$ cat config.mk
export PLATFORM = sky130hd
export DESIGN_NAME = css_whitespace_collapse_flat
export DESIGN_NICKNAME = d
export VERILOG_FILES = /design/src/design/cwc_pkg.sv /design/src/design/cwc_if.sv /design/src/design/css_whitespace_collapse.sv /design/src/flat_wrapper.sv
export SDC_FILE = /design/constraint.sdc
export NUM_CORES = 1
export LEC_CHECK = 0
export BUFFER_PORTS_ARGS = -buffer_cell sky130_fd_sc_hd__buf_2
export CORE_MARGIN = 3
export CORE_UTILIZATION = 35
export DETAILED_ROUTE_END_ITERATION = 6
export GPL_TIMING_DRIVEN = 0
export SETUP_SLACK_MARGIN = 0.4
export SLEW_MARGIN = 20
export SYNTH_ARGS = -nofsm -noshare
export SYNTH_HDL_FRONTEND = slang
export SYNTH_SLANG_ARGS = --single-unit
$ cat constraint.sdc
create_clock -name clk -period 5.43 [get_ports clk]
set_input_delay 0.543 -clock clk [delete_from_list [all_inputs] [get_ports clk]]
set_output_delay 0.543 -clock clk [all_outputs]
set_load 0.005 [all_outputs]
$ cat src/design/cwc_pkg.sv
// ----------------------------------------------------------------------------
// cwc_pkg
// types and constants shared by the white-space collapse block and its
// channel interfaces
// ----------------------------------------------------------------------------
package cwc_pkg;

  localparam int CP_W      = 21;
  localparam int MODE_W    = 3;
  localparam int CASE_W    = 2;
  localparam int CFG_IDX_W = 2;
  localparam int CFG_DAT_W = 3;

  localparam int FIFO_DEPTH = 4;
  localparam int FIFO_AW    = 2;
  localparam int FIFO_CW    = FIFO_AW + 1;

  localparam logic [CP_W-1:0] CH_TAB   = CP_W'('h09);
  localparam logic [CP_W-1:0] CH_LF    = CP_W'('h0A);
  localparam logic [CP_W-1:0] CH_VT    = CP_W'('h0B);
  localparam logic [CP_W-1:0] CH_FF    = CP_W'('h0C);
  localparam logic [CP_W-1:0] CH_CR    = CP_W'('h0D);
  localparam logic [CP_W-1:0] CH_SPACE = CP_W'('h20);
  localparam logic [CP_W-1:0] CH_UP_A  = CP_W'('h41);
  localparam logic [CP_W-1:0] CH_UP_Z  = CP_W'('h5A);
  localparam logic [CP_W-1:0] CH_LO_A  = CP_W'('h61);
  localparam logic [CP_W-1:0] CH_LO_Z  = CP_W'('h7A);
  localparam logic [CP_W-1:0] CASE_OFS = CP_W'('h20);
  localparam logic [CP_W-1:0] CP_NONE  = '0;

  localparam logic [MODE_W-1:0] MODE_NORMAL   = 3'd0;
  localparam logic [MODE_W-1:0] MODE_NOWRAP   = 3'd1;
  localparam logic [MODE_W-1:0] MODE_PRE_LINE = 3'd2;
  localparam logic [MODE_W-1:0] MODE_PRE      = 3'd3;

  localparam logic [CASE_W-1:0] CASE_NONE  = 2'd0;
  localparam logic [CASE_W-1:0] CASE_UPPER = 2'd1;
  localparam logic [CASE_W-1:0] CASE_LOWER = 2'd2;

  localparam logic [CFG_IDX_W-1:0] CFG_MODE = 2'd0;
  localparam logic [CFG_IDX_W-1:0] CFG_CASE = 2'd1;

  typedef struct packed {
    logic [CP_W-1:0] code_point;
    logic            last_result;
    logic            mode_error;
  } result_t;

endpackage

$ cat src/design/cwc_if.sv
// ----------------------------------------------------------------------------
// cwc channel interfaces
// valid/ready channels for text characters, rendered characters and
// register writes
// ----------------------------------------------------------------------------
interface cwc_text_if;
  logic                      valid;
  logic                      ready;
  logic [cwc_pkg::CP_W-1:0]  code_point;
  logic                      first_of_run;
  logic                      last_of_run;
  logic                      box_active;

  modport source (output valid, code_point, first_of_run, last_of_run, box_active,
                  input ready);
  modport sink   (input valid, code_point, first_of_run, last_of_run, box_active,
                  output ready);
endinterface

interface cwc_rendered_if;
  logic                      valid;
  logic                      ready;
  logic [cwc_pkg::CP_W-1:0]  out_code_point;
  logic                      last_result;
  logic                      mode_error;

  modport source (output valid, out_code_point, last_result, mode_error, input ready);
  modport sink   (input valid, out_code_point, last_result, mode_error, output ready);
endinterface

interface cwc_cfg_if;
  logic                           valid;
  logic                           ready;
  logic [cwc_pkg::CFG_IDX_W-1:0]  index;
  logic [cwc_pkg::CFG_DAT_W-1:0]  data;

  modport source (output valid, index, data, input ready);
  modport sink   (input valid, index, data, output ready);
endinterface

$ cat src/design/css_whitespace_collapse.sv
// ----------------------------------------------------------------------------
// css_whitespace_collapse
// collapses white-space runs of a text run (except in pre mode) and applies ascii case transform
// ----------------------------------------------------------------------------
// path: input register, then the word buffer, from which rendered words are read
// throughput: one character per cycle while the word buffer has room for two words;
//   the buffer drains one word per cycle while rendered.ready is high, and a character can give two words
// reset: rst (synchronous) clears mode, case transform, run state and buffer
// ----------------------------------------------------------------------------
module css_whitespace_collapse (
  input  logic                  clk,
  input  logic                  rst,
  cwc_text_if.sink              text,
  cwc_rendered_if.source        rendered,
  cwc_cfg_if.sink               cfg
);
  import cwc_pkg::*;

  logic [MODE_W-1:0]   ws_mode;
  logic [CASE_W-1:0]   case_mode;

  logic                s1_valid;
  logic [CP_W-1:0]     s1_cp;
  logic                s1_first;
  logic                s1_last;
  logic                s1_active;

  logic                space_pending;
  logic                break_seen;
  logic                stripping_leading;
  logic                space_pending_next;
  logic                break_seen_next;
  logic                stripping_leading_next;

  result_t             fifo [FIFO_DEPTH];
  logic [FIFO_AW-1:0]  head;
  logic [FIFO_AW-1:0]  tail;
  logic [FIFO_CW-1:0]  count;

  logic                advance;
  logic                pop;
  logic [1:0]          n_push;
  result_t             r0;
  result_t             r1;

  logic                sp0, bs0, sl0, sp1, bs1;
  logic                is_ws, is_brk, collapse, main_en, pre_flush, end_flush;
  logic [CP_W-1:0]     flush0_cp, end_cp, main_cp;
  logic                main_err;

  function automatic logic [CP_W-1:0] apply_case(input logic [CP_W-1:0] c,
                                                 input logic [CASE_W-1:0] m);
    logic [CP_W-1:0] r;
    r = c;
    if (m == CASE_UPPER && c >= CH_LO_A && c <= CH_LO_Z) begin
      r = c - CASE_OFS;
    end else if (m == CASE_LOWER && c >= CH_UP_A && c <= CH_UP_Z) begin
      r = c + CASE_OFS;
    end
    return r;
  endfunction

  // configuration
  assign cfg.ready = 1'b1;

  always_ff @(posedge clk) begin
    if (rst) begin
      ws_mode   <= MODE_NORMAL;
      case_mode <= CASE_NONE;
    end else if (cfg.valid) begin
      unique case (cfg.index)
        CFG_MODE: ws_mode   <= cfg.data;
        CFG_CASE: case_mode <= cfg.data[CASE_W-1:0];
        default:  ;
      endcase
    end
  end

  // input register
  assign advance    = s1_valid && (count <= FIFO_CW'(FIFO_DEPTH - 2));
  assign text.ready = !s1_valid || advance;

  always_ff @(posedge clk) begin
    if (rst) begin
      s1_valid <= 1'b0;
    end else if (text.ready) begin
      s1_valid <= text.valid;
    end
  end

  always_ff @(posedge clk) begin
    if (text.valid && text.ready) begin
      s1_cp     <= text.code_point;
      s1_first  <= text.first_of_run;
      s1_last   <= text.last_of_run;
      s1_active <= text.box_active;
    end
  end

  // character handling
  always_comb begin
    sp0 = s1_first ? 1'b0 : space_pending;
    bs0 = s1_first ? 1'b0 : break_seen;
    sl0 = s1_first ? !s1_active : stripping_leading;

    is_brk   = (s1_cp == CH_LF) || (s1_cp == CH_CR) || (s1_cp == CH_FF) ||
               (s1_cp == CH_VT);
    is_ws    = is_brk || (s1_cp == CH_SPACE) || (s1_cp == CH_TAB);
    collapse = ws_mode <= MODE_PRE_LINE;

    main_en   = !is_ws || (!sl0 && !collapse);
    pre_flush = sp0 && main_en;
    flush0_cp = (ws_mode == MODE_PRE_LINE && bs0) ? CH_LF : CH_SPACE;

    main_err = 1'b0;
    if (!is_ws) begin
      main_cp = apply_case(s1_cp, case_mode);
    end else if (ws_mode == MODE_PRE) begin
      main_cp = s1_cp;
    end else begin
      main_cp  = CP_NONE;
      main_err = 1'b1;
    end

    if (main_en) begin
      sp1 = 1'b0;
      bs1 = 1'b0;
    end else if (is_ws && !sl0 && collapse) begin
      sp1 = 1'b1;
      bs1 = bs0 || is_brk;
    end else begin
      sp1 = sp0;
      bs1 = bs0;
    end

    end_flush = s1_last && sp1;
    end_cp    = (ws_mode == MODE_PRE_LINE && bs1) ? CH_LF : CH_SPACE;

    n_push = 2'(pre_flush) + 2'(main_en) + 2'(end_flush);

    r1.code_point  = main_cp;
    r1.mode_error  = main_err;
    r1.last_result = 1'b1;
    if (pre_flush) begin
      r0.code_point  = flush0_cp;
      r0.mode_error  = 1'b0;
      r0.last_result = 1'b0;
    end else if (main_en) begin
      r0.code_point  = main_cp;
      r0.mode_error  = main_err;
      r0.last_result = 1'b1;
    end else begin
      r0.code_point  = end_cp;
      r0.mode_error  = 1'b0;
      r0.last_result = 1'b1;
    end

    if (s1_last) begin
      space_pending_next     = 1'b0;
      break_seen_next        = 1'b0;
      stripping_leading_next = 1'b0;
    end else begin
      space_pending_next     = sp1;
      break_seen_next        = bs1;
      stripping_leading_next = is_ws ? sl0 : 1'b0;
    end
  end

  always_ff @(posedge clk) begin
    if (rst) begin
      space_pending     <= 1'b0;
      break_seen        <= 1'b0;
      stripping_leading <= 1'b0;
    end else if (advance) begin
      space_pending     <= space_pending_next;
      break_seen        <= break_seen_next;
      stripping_leading <= stripping_leading_next;
    end
  end

  // rendered word buffer
  assign pop = rendered.valid && rendered.ready;

  always_ff @(posedge clk) begin
    if (advance && n_push != 2'd0) begin
      fifo[tail] <= r0;
    end
    if (advance && n_push == 2'd2) begin
      fifo[tail + FIFO_AW'(1)] <= r1;
    end
  end

  always_ff @(posedge clk) begin
    if (rst) begin
      head  <= '0;
      tail  <= '0;
      count <= '0;
    end else begin
      if (pop) begin
        head <= head + FIFO_AW'(1);
      end
      if (advance) begin
        tail <= tail + FIFO_AW'(n_push);
      end
      count <= count + (advance ? FIFO_CW'(n_push) : '0) - FIFO_CW'(pop);
    end
  end

  assign rendered.valid          = count != '0;
  assign rendered.out_code_point = fifo[head].code_point;
  assign rendered.last_result    = fifo[head].last_result;
  assign rendered.mode_error     = fifo[head].mode_error;

  // checks
  a_count_bound: assert property (@(posedge clk) disable iff (rst)
    count <= FIFO_CW'(FIFO_DEPTH))
    else $error("word buffer overflow");

  a_room_on_advance: assert property (@(posedge clk) disable iff (rst)
    advance |-> (count + FIFO_CW'(n_push) - FIFO_CW'(pop)) <= FIFO_CW'(FIFO_DEPTH))
    else $error("character handled without buffer room");

  a_break_needs_space: assert property (@(posedge clk) disable iff (rst)
    break_seen |-> space_pending)
    else $error("break flag without pending space");

  a_strip_no_space: assert property (@(posedge clk) disable iff (rst)
    !(stripping_leading && space_pending))
    else $error("pending space while stripping leading white space");

  a_error_word_zero: assert property (@(posedge clk) disable iff (rst)
    (rendered.valid && rendered.mode_error) |-> rendered.out_code_point == CP_NONE)
    else $error("error word carries a character");

endmodule
$ cat src/flat_wrapper.sv
// flat-port wrapper written by rule: the top's interface ports become plain ports
module css_whitespace_collapse_flat import cwc_pkg::*;
  (clk, rst, text_valid, text_code_point, text_first_of_run, text_last_of_run, text_box_active, text_ready, rendered_valid, rendered_out_code_point, rendered_last_result, rendered_mode_error, rendered_ready, cfg_valid, cfg_index, cfg_data, cfg_ready);
  cwc_text_if text_i ();
  cwc_rendered_if rendered_i ();
  cwc_cfg_if cfg_i ();
  input  logic clk;
  input  logic rst;
  input wire logic [$bits(text_i.valid)-1:0] text_valid;
  input wire logic [$bits(text_i.code_point)-1:0] text_code_point;
  input wire logic [$bits(text_i.first_of_run)-1:0] text_first_of_run;
  input wire logic [$bits(text_i.last_of_run)-1:0] text_last_of_run;
  input wire logic [$bits(text_i.box_active)-1:0] text_box_active;
  output wire logic [$bits(text_i.ready)-1:0] text_ready;
  output wire logic [$bits(rendered_i.valid)-1:0] rendered_valid;
  output wire logic [$bits(rendered_i.out_code_point)-1:0] rendered_out_code_point;
  output wire logic [$bits(rendered_i.last_result)-1:0] rendered_last_result;
  output wire logic [$bits(rendered_i.mode_error)-1:0] rendered_mode_error;
  input wire logic [$bits(rendered_i.ready)-1:0] rendered_ready;
  input wire logic [$bits(cfg_i.valid)-1:0] cfg_valid;
  input wire logic [$bits(cfg_i.index)-1:0] cfg_index;
  input wire logic [$bits(cfg_i.data)-1:0] cfg_data;
  output wire logic [$bits(cfg_i.ready)-1:0] cfg_ready;
  assign text_i.valid = text_valid;
  assign text_i.code_point = text_code_point;
  assign text_i.first_of_run = text_first_of_run;
  assign text_i.last_of_run = text_last_of_run;
  assign text_i.box_active = text_box_active;
  assign text_ready = text_i.ready;
  assign rendered_valid = rendered_i.valid;
  assign rendered_out_code_point = rendered_i.out_code_point;
  assign rendered_last_result = rendered_i.last_result;
  assign rendered_mode_error = rendered_i.mode_error;
  assign rendered_i.ready = rendered_ready;
  assign cfg_i.valid = cfg_valid;
  assign cfg_i.index = cfg_index;
  assign cfg_i.data = cfg_data;
  assign cfg_ready = cfg_i.ready;
  css_whitespace_collapse u_core (.clk(clk), .rst(rst), .text(text_i), .rendered(rendered_i), .cfg(cfg_i));
endmodule
* Word level (Yosys, flattened, before mapping)
Memories as Yosys holds them, arrays and structs flattened. A register that Yosys moved wholly into a read port is not among the register bits.
Index checks and enable logic that the tools add are counted.
** Word-level totals
- Logic and storage cells :: 103
- Memories :: 1
- Output and inout bits :: 26
- Memory bits (writable) :: 92
- Input port bits :: 34
- Register bits after elaboration :: 40
** Cells by class
- $lt $le $gt $ge :: 6
- Reduce and logical (&&, ||, !) cells :: 34
- Muxes and demuxes :: 28
- $add $sub $neg :: 9
- Equality and inequality tests :: 12
** Memories
- u_core.fifo :: depth 4, width 23, read ports 1, clocked after Yosys merged registers in 1, write ports 2, line css_whitespace_collapse.sv:35 : result_t fifo [FIFO_DEPTH];
** Operators by type and width (number)
- $eq A21 B4 Y1 const B :: 5
- $mux W21 :: 4
- $mux W23 :: 2
- $ge A21 B7 Y1 const B :: 2
- $le A21 B7 Y1 const B :: 2
- $add A21 B6 Y21 const B :: 1
- $eq A21 B6 Y1 const B :: 1
- $sub A21 B6 Y21 const B :: 1
- $mux W1 :: 17
- $logic_and A1 B1 Y1 :: 16
- $mux W6 :: 2
- $logic_or A1 B1 Y1 :: 8
- $eq A3 B2 Y1 const B :: 2
- $le A3 B2 Y1 const B :: 2
- $mux W2 :: 3
- $logic_not A1 Y1 :: 5
- $add A2 B1 Y2 const B :: 2
- $eq A2 B1 Y1 const B :: 2
- $eq A2 B2 Y1 const B :: 2
- $reduce_and A2 Y1 :: 2
- $add A3 B3 Y3 :: 1
- $reduce_bool A3 Y1 :: 1
- $sub A3 B1 Y3 :: 1
- $add A1 B1 Y2 :: 1
- other kinds (4) :: 4

* Longest topological paths before layout
Gate-level depths: netlist of the first run.
- Depth in word-level cells :: 16
- Mapped depth :: 14
- Mapped depth without buffers :: 14

* Worst setup path before layout of the first run
OpenSTA, ideal clock, no wires.
- Path kind :: flip-flop to flip-flop
- Start :: register u_core.s1_cp[4]
- End :: memory u_core.fifo[0][0] in the netlist's numbering, enable pin
- Data arrival time :: 3.381 ns
- Required time :: 5.050 ns
- Clock period less this slack :: 3.760 ns
- Setup time :: 0.380 ns
- Slack :: 1.670 ns
- Cell stages (with the launch flop) :: 12
- Buffers on the path :: 1
- Path through :: edfxtp_1 buf_6 or4b_4 a211oi_4 o2111ai_2 inv_1 o211ai_1 fa_1 inv_1 nor2_1 nand3_1 nand2_1
** RTL lines
- start, declared :: line css_whitespace_collapse.sv:23 : logic [CP_W-1:0] s1_cp;
- start signal, assigned :: line css_whitespace_collapse.sv:93 : s1_cp <= text.code_point;
- end, declared :: line css_whitespace_collapse.sv:35

==> results of run 1 <==
## cell families (layout without fill, tap and decap cells)
logic type | count (synthesis) | in the layout | share of synthesized area [%]
AO/OA/AOI/OAI | 61 | 61 | 7.16
XOR/XNOR | 6 | 6 | 0.857
adder cells (fa/ha/maj) | 10 | 10 | 2.29
buffers and inverters | 31 | 120 | 3.00
flip-flops | 134 | 134 | 62.1
multiplexers | 28 | 28 | 9.27
other | 1 | 1 | 0.0612
AND/OR/NAND/NOR | 196 | 196 | 15.3
## routing by layer
layer,vias up,track usage (%)
met2,128,23.7
met1,1922,18.4
li1,1891,-
met4,0,5.10
met3,14,3.11
met5,-,0
## power groups by stage
stage          Combinational (mW)  Clock (mW)  Sequential [mW]
2_1_floorplan               0.360           0             1.25
3_3_place_gp                0.532           0             1.26
3_5_place_dp                0.545           0             1.27
4_1_cts                     0.547        1.19             1.25
5_1_grt                     0.591        1.24             1.26
6_report                    0.531        1.18             1.25
## flip-flops by register name (all words and copies together), names as in the netlist, 2 cells and up, named ones only
register	flops
u_core.ws_mode	3
u_core.head	2
u_core.s1_cp	21
u_core.tail	2
u_core.count	3
u_core.fifo	92
u_core.case_mode	2
## synth_stat cells, drive strengths merged (3+ instances only)
cell type / n
a21oi: 13
a31oi: 3
and2: 5
and3: 3
buf: 17
clkbuf: 4
dfxtp: 22
edfxtp: 112
ha: 8
inv: 10
mux2i: 5
mux4: 23
nand2: 26
nand2b: 4
nand3: 7
nand3b: 3
nor2: 108
nor2b: 11
nor3: 9
nor3b: 4
nor4: 5
o2111ai: 4
o211ai: 3
o21a: 4
o21ai: 6
o22a: 4
o22ai: 13
or3: 4
xnor2: 3
xor2: 3
## path summary, 6_finish.rpt
path | start | endpoint | slack [ps] | depth (start not counted)
worst max-delay path | u_core.s1_cp[6] | u_core.fifo[3][2] | 1280 | 9
worst min-delay path | text_code_point[2] | u_core.s1_cp[2] | 300 | 1
worst max register to register | u_core.s1_cp[6] | u_core.fifo[3][2] | 1280 | 9
worst min register to register | u_core.fifo[3][1] | u_core.fifo[3][1] | 470 | 1
## final cells by class
class,count,area [um^2],area share [%]
flip-flops and latches,134,3800,52.0
multi-input cells,302,2150,29.4
clock buffers,19,433,5.92
repair buffers,57,285,3.90
well taps,220,275,3.76
clock inverters,13,180,2.46
plain buffers,21,146,2.00
inverters,10,37.5,0.513
## critical path: cells and delay by family (launching register included)
| kind | cells | cell delay [ps] |
|---|---|---|
| and+or+nand+nor | 3 | 1460 |
| DFF | 1 | 530 |
| buffers and inverters | 1 | 220 |
| AOI/OAI and AO/OA | 4 | 1040 |
| adders and majority gates | 1 | 530 |
## through the flow
step                std cells  utilization [%]
CTS                       776             43.3
floorplan                 467                -
detailed placement        744             39.7
global placement          744             39.6
global route              776             43.3
finish                    776             43.3
==> impl_metrics.tcl, run 1 <==
set metrics [dict create \
    peakVddDrop_v 0.000201 \
    port_buffers 57 \
    worstMarginPinSlew_ps 1020 \
    insertion_delay_ps 410 \
    hold_viol_final 0 \
    period_needed_ps 4150 \
    slew_viol_final 0 \
    synth_warnings 0 \
    num_vias 3955 \
    crit_type "flip-flop to flip-flop" \
    total_power_mw 2.96 \
    totalWireLength_mm 13.3 \
    synthesis.nets 511 \
    antennaDiodeCount 0 \
    yosysSeqAreaShare_pct 62.1 \
    hold_buffers 0 \
    drtAntennaViolNets 0 \
    start_util_pct 36.3 \
    syn_area_per_cell_um2 13.1 \
    gr-total-overflow 0 \
    die-area_um2 19100 \
    root_buffer "clkbuf_16" \
    grt_util_all_layers_pct 14.2 \
    seqPwrFrac_pct 42.1 \
    finalSetupViolations 0 \
    synth_cells 467 \
    setup_tns_ps 0 \
    pre_cts_slack_ps 958 \
    required_ps 5470 \
    route.detailed.drc 0 \
    layout_setup_ws_ps 1280 \
    final_common_cell "edfxtp_1" \
    hp-class "primary input to flip-flop" \
    design_area_um2 7310 \
    layout_common_cells "112 x edfxtp_1, 108 x nor2_1, 57 x buf_2" \
    end_kind "flip-flop" \
    cts.repair.resized 0 \
    rows 47 \
    intPower_mw 2.23 \
    slowest_stage "or4b_4" \
    final_nets 587 \
    cp_max_fo 23 \
    status "completed" \
    cts_buffers 17 \
    min_period_over_period_pct 76.3 \
    grt_pass1_vias 4118 \
    synth_area_leaders "edfxtp_1 55%, mux4_2 8.5%, dfxtp_1 7.2%" \
    maxCapViolations 0 \
    grt_max_degree 25 \
    synth_area_um2 6130 \
    ios 60 \
    syn2layout_area_growth_pct 19.3 \
    power.share.clock_pct 40.0 \
    num-fill-cells 1533 \
    first_pass_iters 5 \
    p_leak_nw 2.50 \
    synth_top_cell_area_share_pct 54.9 \
    cts_setup_buffers 0 \
    die_x_um 138 \
    hpwl_mm 9.33 \
    cts_max_path_buffers 2 \
    antenna_found_initial 0 \
    p_sw_share_pct 24.9 \
    gp_congestion 0.828 \
    grt_pass1_wl_mm 21.6 \
    synthArstFlopShare_pct 0 \
    power_density_nw_per_um2 405 \
    route.met2.wl_mm 6.57 \
    wl_per_cell_um 17.1 \
    routed.top_layer "met4" \
    die_h_um 138 \
    dpl-instance-area_um2 6700 \
    fmax_mhz 241 \
    synthFlopType "edfxtp_1" \
    combPwrFrac_pct 17.9 \
    arrival_ps 4190 \
    relSlewSlack_pct 32.0 \
    fp.coreArea_um2 16900 \
    cts.sinks 134 \
    hold_slack_ps 303 \
    rsz0062_at_grt "false" \
    crit_chain "or4b_4 > a211oi_4 > o2111ai_2 > inv_1 > o211ai_1 > fa_1 > a21oi_1 > nand3_1 > nand2_2" \
    drive_above_1_share_pct 24.6 \
    ys_types 55 \
    wl_met3_um 640 \
    p_sw_mw 0.739 \
    startpoint_type "flip-flop" \
    via_per_inst 5.10 \
    wl_met1_mm 5.88 \
    cts_tree "built" \
    max_stage_delay_ps 600 \
    clkTransAtPathRegs_ps 60 \
    skew_ps 7.94 \
    yosys_register_bits 134 \
    ctsHtreeMaxLevel 4 \
    synth_edf_count 112 \
    yosys.area.top_type "edfxtp_1" \
    drtIter0Drc 269 \
]
Power figures use the tool's default switching activity.
==> inputs of run 2 (changes only) <==
==> constraint.sdc (replaced) <==
create_clock -name clk -period 3.9 [get_ports clk]
set_input_delay 0.39 -clock clk [delete_from_list [all_inputs] [get_ports clk]]
set_output_delay 0.39 -clock clk [all_outputs]
set_load 0.005 [all_outputs]
==> impl_metrics.tcl, run 2 (synthesis results as in run 1) <==
set metrics [dict create \
    cts_tree "built" \
    status "completed" \
    drive_above_1_share_pct 38.7 \
    totalWireLength_mm 14.4 \
    p_sw_mw 1.06 \
    antenna_found_initial 0 \
    intPower_mw 3.02 \
    startpoint_type "flip-flop" \
    route.detailed.drc 0 \
    largest_reg_flops 92 \
    slew_viol_final 0 \
    combPwrFrac_pct 20.6 \
    design_area_um2 8040 \
    skew_ps 9.78 \
    min_from "text_code_point[3]" \
    num_vias 4284 \
    grt_util_all_layers_pct 14.3 \
    drtIter0Drc 319 \
    hpwl_mm 9.05 \
    relSlewSlack_pct 30.7 \
    clkTransAtPathRegs_ps 60 \
    reg2reg_depth 21 \
    end_kind "flip-flop" \
    hold_slack_ps 152 \
    start_util_pct 36.3 \
    worstMarginPinSlew_ps 1040 \
    grt_pass1_wl_mm 21.6 \
    final_common_cell "edfxtp_1" \
    p_leak_nw 2.83 \
    reg_top3 "u_core.fifo: 92 flops, u_core.s1_cp: 21 flops" \
    required_ps 4100 \
    power_density_nw_per_um2 508 \
    rrSetupSlack_ps 420 \
    cts_max_path_buffers 2 \
    seqPwrFrac_pct 42.5 \
    layout_setup_ws_ps 422 \
    cts_buffers 17 \
    ctsHtreeMaxLevel 4 \
    hp-class "primary input to flip-flop" \
    period_needed_ps 3480 \
    rsz0062_at_grt "true" \
    setup_tns_ps 0 \
    peakVddDrop_v 0.000295 \
    rows 47 \
    crit_type "flip-flop to flip-flop" \
    gr-total-overflow 0 \
    r2r-start "u_core.s1_cp[6]" \
    cp_max_fo 8 \
    hold_viol_final 0 \
    hold_end "u_core.s1_cp[3]" \
    root_buffer "clkbuf_16" \
    port_buffers 57 \
    via_per_inst 5.21 \
    grt_pass1_vias 4184 \
    arrival_ps 3680 \
    ios 60 \
    insertion_delay_ps 410 \
    final_nets 634 \
    layout_common_cells "112 x edfxtp_1, 81 x nor2_1, 60 x buf_2" \
    antennaDiodeCount 0 \
    hold_buffers 0 \
    fp.coreArea_um2 16900 \
    syn2layout_area_growth_pct 31.1 \
    die_h_um 138 \
    first_pass_iters 5 \
    die-area_um2 19100 \
    p_sw_share_pct 26.0 \
    power.share.clock_pct 36.9 \
    grt_max_degree 25 \
    finalSetupViolations 0 \
    pre_cts_slack_ps -96.0 \
    gp_congestion 0.813 \
    worstReg2RegEnd "u_core.fifo[3][3]" \
    die_x_um 138 \
    top_register "u_core.fifo" \
    dpl-instance-area_um2 6720 \
    fmax_mhz 288 \
    cts.sinks 134 \
    maxCapViolations 0 \
    wl_per_cell_um 17.5 \
    drtAntennaViolNets 0 \
    hold_depth 1 \
    min_period_over_period_pct 89.2 \
]
run 2: per-stage QoR:
stage	std cells	power, mW	utilization [%]
floorplan	467	2.25	-
global placement	744	2.50	39.8
detailed placement	744	2.52	39.8
CTS	798	4.04	44.6
global route	822	4.27	47.6
finish	822	4.08	47.6
run 2: critical path, stage by stage (launching register included):
cell and delay (ps):
edfxtp_1 390, buf_6 150, inv_1 80, ha_1 180, nor4b_4 140, o2111ai_4 260
inv_2 80, buf_4 140, buf_4 120, buf_4 120, buf_4 120, buf_4 120
buf_4 120, buf_4 120, buf_4 120, buf_4 120, buf_4 120, buf_4 120
buf_4 130, o21ai_1 120, nand2_1 150, o22ai_1 260
run 2: worst max path at each step:
stage	start	endpoint	slack [ps]	cells past startpoint
2_1_floorplan	u_core.s1_cp[4]	u_core.count[2]	410	14
3_3_place_gp	u_core.s1_cp[6]	u_core.fifo[0][15]	-60	10
3_5_place_dp	u_core.s1_cp[6]	u_core.fifo[0][15]	-100	10
4_1_cts	u_core.s1_cp[4]	u_core.fifo[0][14]	370	13
5_1_grt	u_core.s1_cp[6]	u_core.fifo[3][3]	280	21
6_report	u_core.s1_cp[6]	u_core.fifo[3][3]	420	21
run 2: routing by layer:
metal | track usage [%] | vias to the layer above | routed length, um | share of wire (%)
met5 | 0 | - | 0 | 0
met4 | 5.72 | 0 | 248 | 1.7
met3 | 3.38 | 19 | 819 | 5.7
met2 | 23.7 | 162 | 7230 | 50
met1 | 18.1 | 2110 | 6060 | 42
li1 | - | 1993 | - | -
run 2: final cells by class:
| type | instances | area (um^2) |
|---|---|---|
| inverter | 10 | 37.5 |
| buffer | 21 | 191 |
| fill | 1459 | 8840 |
| timing repair buffer | 104 | 704 |
| multi-input combinational | 302 | 2460 |
| tap | 220 | 275 |
| sequential | 134 | 3800 |
| clock buffer | 18 | 429 |
| clock inverter | 13 | 134 |
run 2: power groups by stage:
stage | clock, mW | combinational [mW] | sequential [mW]
after floorplan | 0 | 0.504 | 1.74
after global placement | 0 | 0.741 | 1.76
after detailed placement | 0 | 0.753 | 1.76
after CTS | 1.53 | 0.779 | 1.73
after global routing | 1.59 | 0.930 | 1.75
final | 1.50 | 0.842 | 1.73
run 2: repair_timing:
| item | in CTS | in global routing |
|---|---|---|
| pin swaps | 8 | 13 |
| buffers inserted | 23 | 20 |
| setup endpoints to repair | 172 | 181 |
| resized for setup | 17 | 68 |
| gates cloned | 0 | 4 |
==> inputs of run 3 (changes only) <==
--- a/config.mk
+++ b/config.mk
@@ -7,9 +7,11 @@
 export LEC_CHECK = 0
 export BUFFER_PORTS_ARGS = -buffer_cell sky130_fd_sc_hd__buf_2
 export CORE_MARGIN = 3
-export CORE_UTILIZATION = 35
+export CORE_UTILIZATION = 50
 export DETAILED_ROUTE_END_ITERATION = 6
 export GPL_TIMING_DRIVEN = 0
+export PLACE_DENSITY = 0.69
+export REMOVE_ABC_BUFFERS = 1
 export SETUP_SLACK_MARGIN = 0.4
 export SLEW_MARGIN = 20
 export SYNTH_ARGS = -nofsm -noshare
==> impl_metrics.tcl, run 3 (synthesis results as in run 1) <==
set metrics [dict create \
    setup_tns_ps 0 \
    syn2layout_area_growth_pct 21.6 \
    wl_met3_um 887 \
    crit_type "flip-flop to flip-flop" \
    rsz0062_at_grt "true" \
    first_pass_iters 5 \
    start_util_pct 52.3 \
    hp-class "primary input to flip-flop" \
    peakVddDrop_v 0.000232 \
    hpwl_mm 8.33 \
    ios 60 \
    fp.coreArea_um2 11700 \
    wl_per_cell_um 19.3 \
    num_vias 4138 \
    slew_viol_final 0 \
    die_h_um 117 \
    critPathLaunch "u_core.s1_cp[4]" \
    period_needed_ps 3490 \
    p_leak_nw 2.59 \
    via_per_inst 5.90 \
    final_common_cell "edfxtp_1" \
    grt_pass1_wl_mm 20.0 \
    totalWireLength_mm 13.5 \
    die_x_um 117 \
    arrival_ps 3770 \
    required_ps 4180 \
    grt_pass1_vias 3924 \
    reg_top3 "u_core.fifo: 92 flops, u_core.s1_cp: 21 flops" \
    antenna_found_initial 0 \
    crit_chain "or4b_4 > a211oi_4 > o2111ai_4 > inv_2 > o211ai_1 > fa_2 > buf_4 > a21oi_2 > nand2_2 > o21a_2 > nor2_1" \
    max_stage_delay_ps 550 \
    power_density_nw_per_um2 559 \
    largest_reg_flops 92 \
    cts_tree "built" \
    skew_ps 9.00 \
    num-fill-cells 855 \
    final_util_pct 63.6 \
    r2r-start "u_core.s1_cp[4]" \
    drtAntennaViolNets 0 \
    gr-total-overflow 0 \
    worstMarginPinSlew_ps 1010 \
    port_buffers 58 \
    grt_max_degree 25 \
    layout_setup_ws_ps 415 \
    slowest_stage "or4b_4" \
    cts_buffers 17 \
    drive_above_1_share_pct 30.8 \
    drtIter0Drc 320 \
    startpoint_type "flip-flop" \
    cts.sinks 134 \
    min_from "text_code_point[5]" \
    die-area_um2 13600 \
    routed.top_layer "met4" \
    fmax_mhz 287 \
    cts_max_path_buffers 2 \
    route.detailed.drc 0 \
    cp_max_fo 9 \
    pre_cts_slack_ps -657 \
    clkTransAtPathRegs_ps 60 \
    seq_area_um2 3810 \
    multi_input_area_um2 2350 \
    grt_util_all_layers_pct 19.9 \
    final_nets 589 \
    end_kind "flip-flop" \
    hold_slack_ps 144 \
    layout_common_cells "112 x edfxtp_1, 107 x nor2_1, 58 x buf_2" \
    top_register "u_core.fifo" \
    route.met2.wl_mm 6.76 \
    status "completed" \
    min_period_over_period_pct 89.4 \
    rows 39 \
    antennaDiodeCount 0 \
    relSlewSlack_pct 32.9 \
    maxCapViolations 0 \
    ctsHtreeMaxLevel 4 \
    total_power_mw 4.17 \
    insertion_delay_ps 420 \
    hold_buffers 0 \
    wl_met1_mm 5.56 \
    root_buffer "clkbuf_16" \
    gp_congestion 0.876 \
    hold_viol_final 0 \
    finalSetupViolations 0 \
]
run 3: area by class of cell:
type / count / share of cell area [%]
timing repair buffer: 78 / 6.18
sequential: 134 / 51.1
multi-input combinational: 304 / 31.5
tap: 143 / 2.40
clock buffer: 22 / 6.36
inverter: 10 / 0.504
clock inverter: 10 / 1.93
run 3: repair_timing:
item                       4_1_cts  5_1_grt
gates cloned                     0        2
setup buffers                   13        6
pin swaps                        7        8
gates resized for setup         25       15
setup endpoints to repair      183      173
run 3: where the power goes:
| group | internal, mW | switching [mW] |
|---|---|---|
| combinational | 0.386 | 0.351 |
| sequential | 1.68 | 0.100 |
| clock | 1.06 | 0.592 |
| total | 3.12 | 1.04 |
run 3: routing by layer:
| metal | track usage [%] | vias up |
|---|---|---|
| met4 | 8.56 | 0 |
| met2 | 33.5 | 170 |
| met1 | 24.5 | 2041 |
| li1 | - | 1898 |
| met5 | 0 | - |
| met3 | 4.87 | 29 |
run 3: through the flow:
| stage | cells | instance area [um^2] |
|---|---|---|
| final | 701 | 7450 |
| after global routing | 701 | 7450 |
| after floorplan | 446 | 5980 |
| after global placement | 647 | 6450 |
| after detailed placement | 648 | 6480 |
| after CTS | 693 | 7310 |
run 3: final timing paths:
kind                         endpoint  slack [ps]  cells past startpoint
min                   u_core.s1_cp[5]         140                      1
max reg2reg        u_core.fifo[0][16]         410                     11
min reg2reg  u_core.stripping_leading         460                      2
max                u_core.fifo[0][16]         410                     11
run 3: critical path, delay by kind of cell (launching register included):
family / cells / cell delay (ps)
fa+ha+maj: 1 / 410
compound gates: 5 / 1240
simple gates: 3 / 970
buf+inv: 2 / 250
flops: 1 / 480
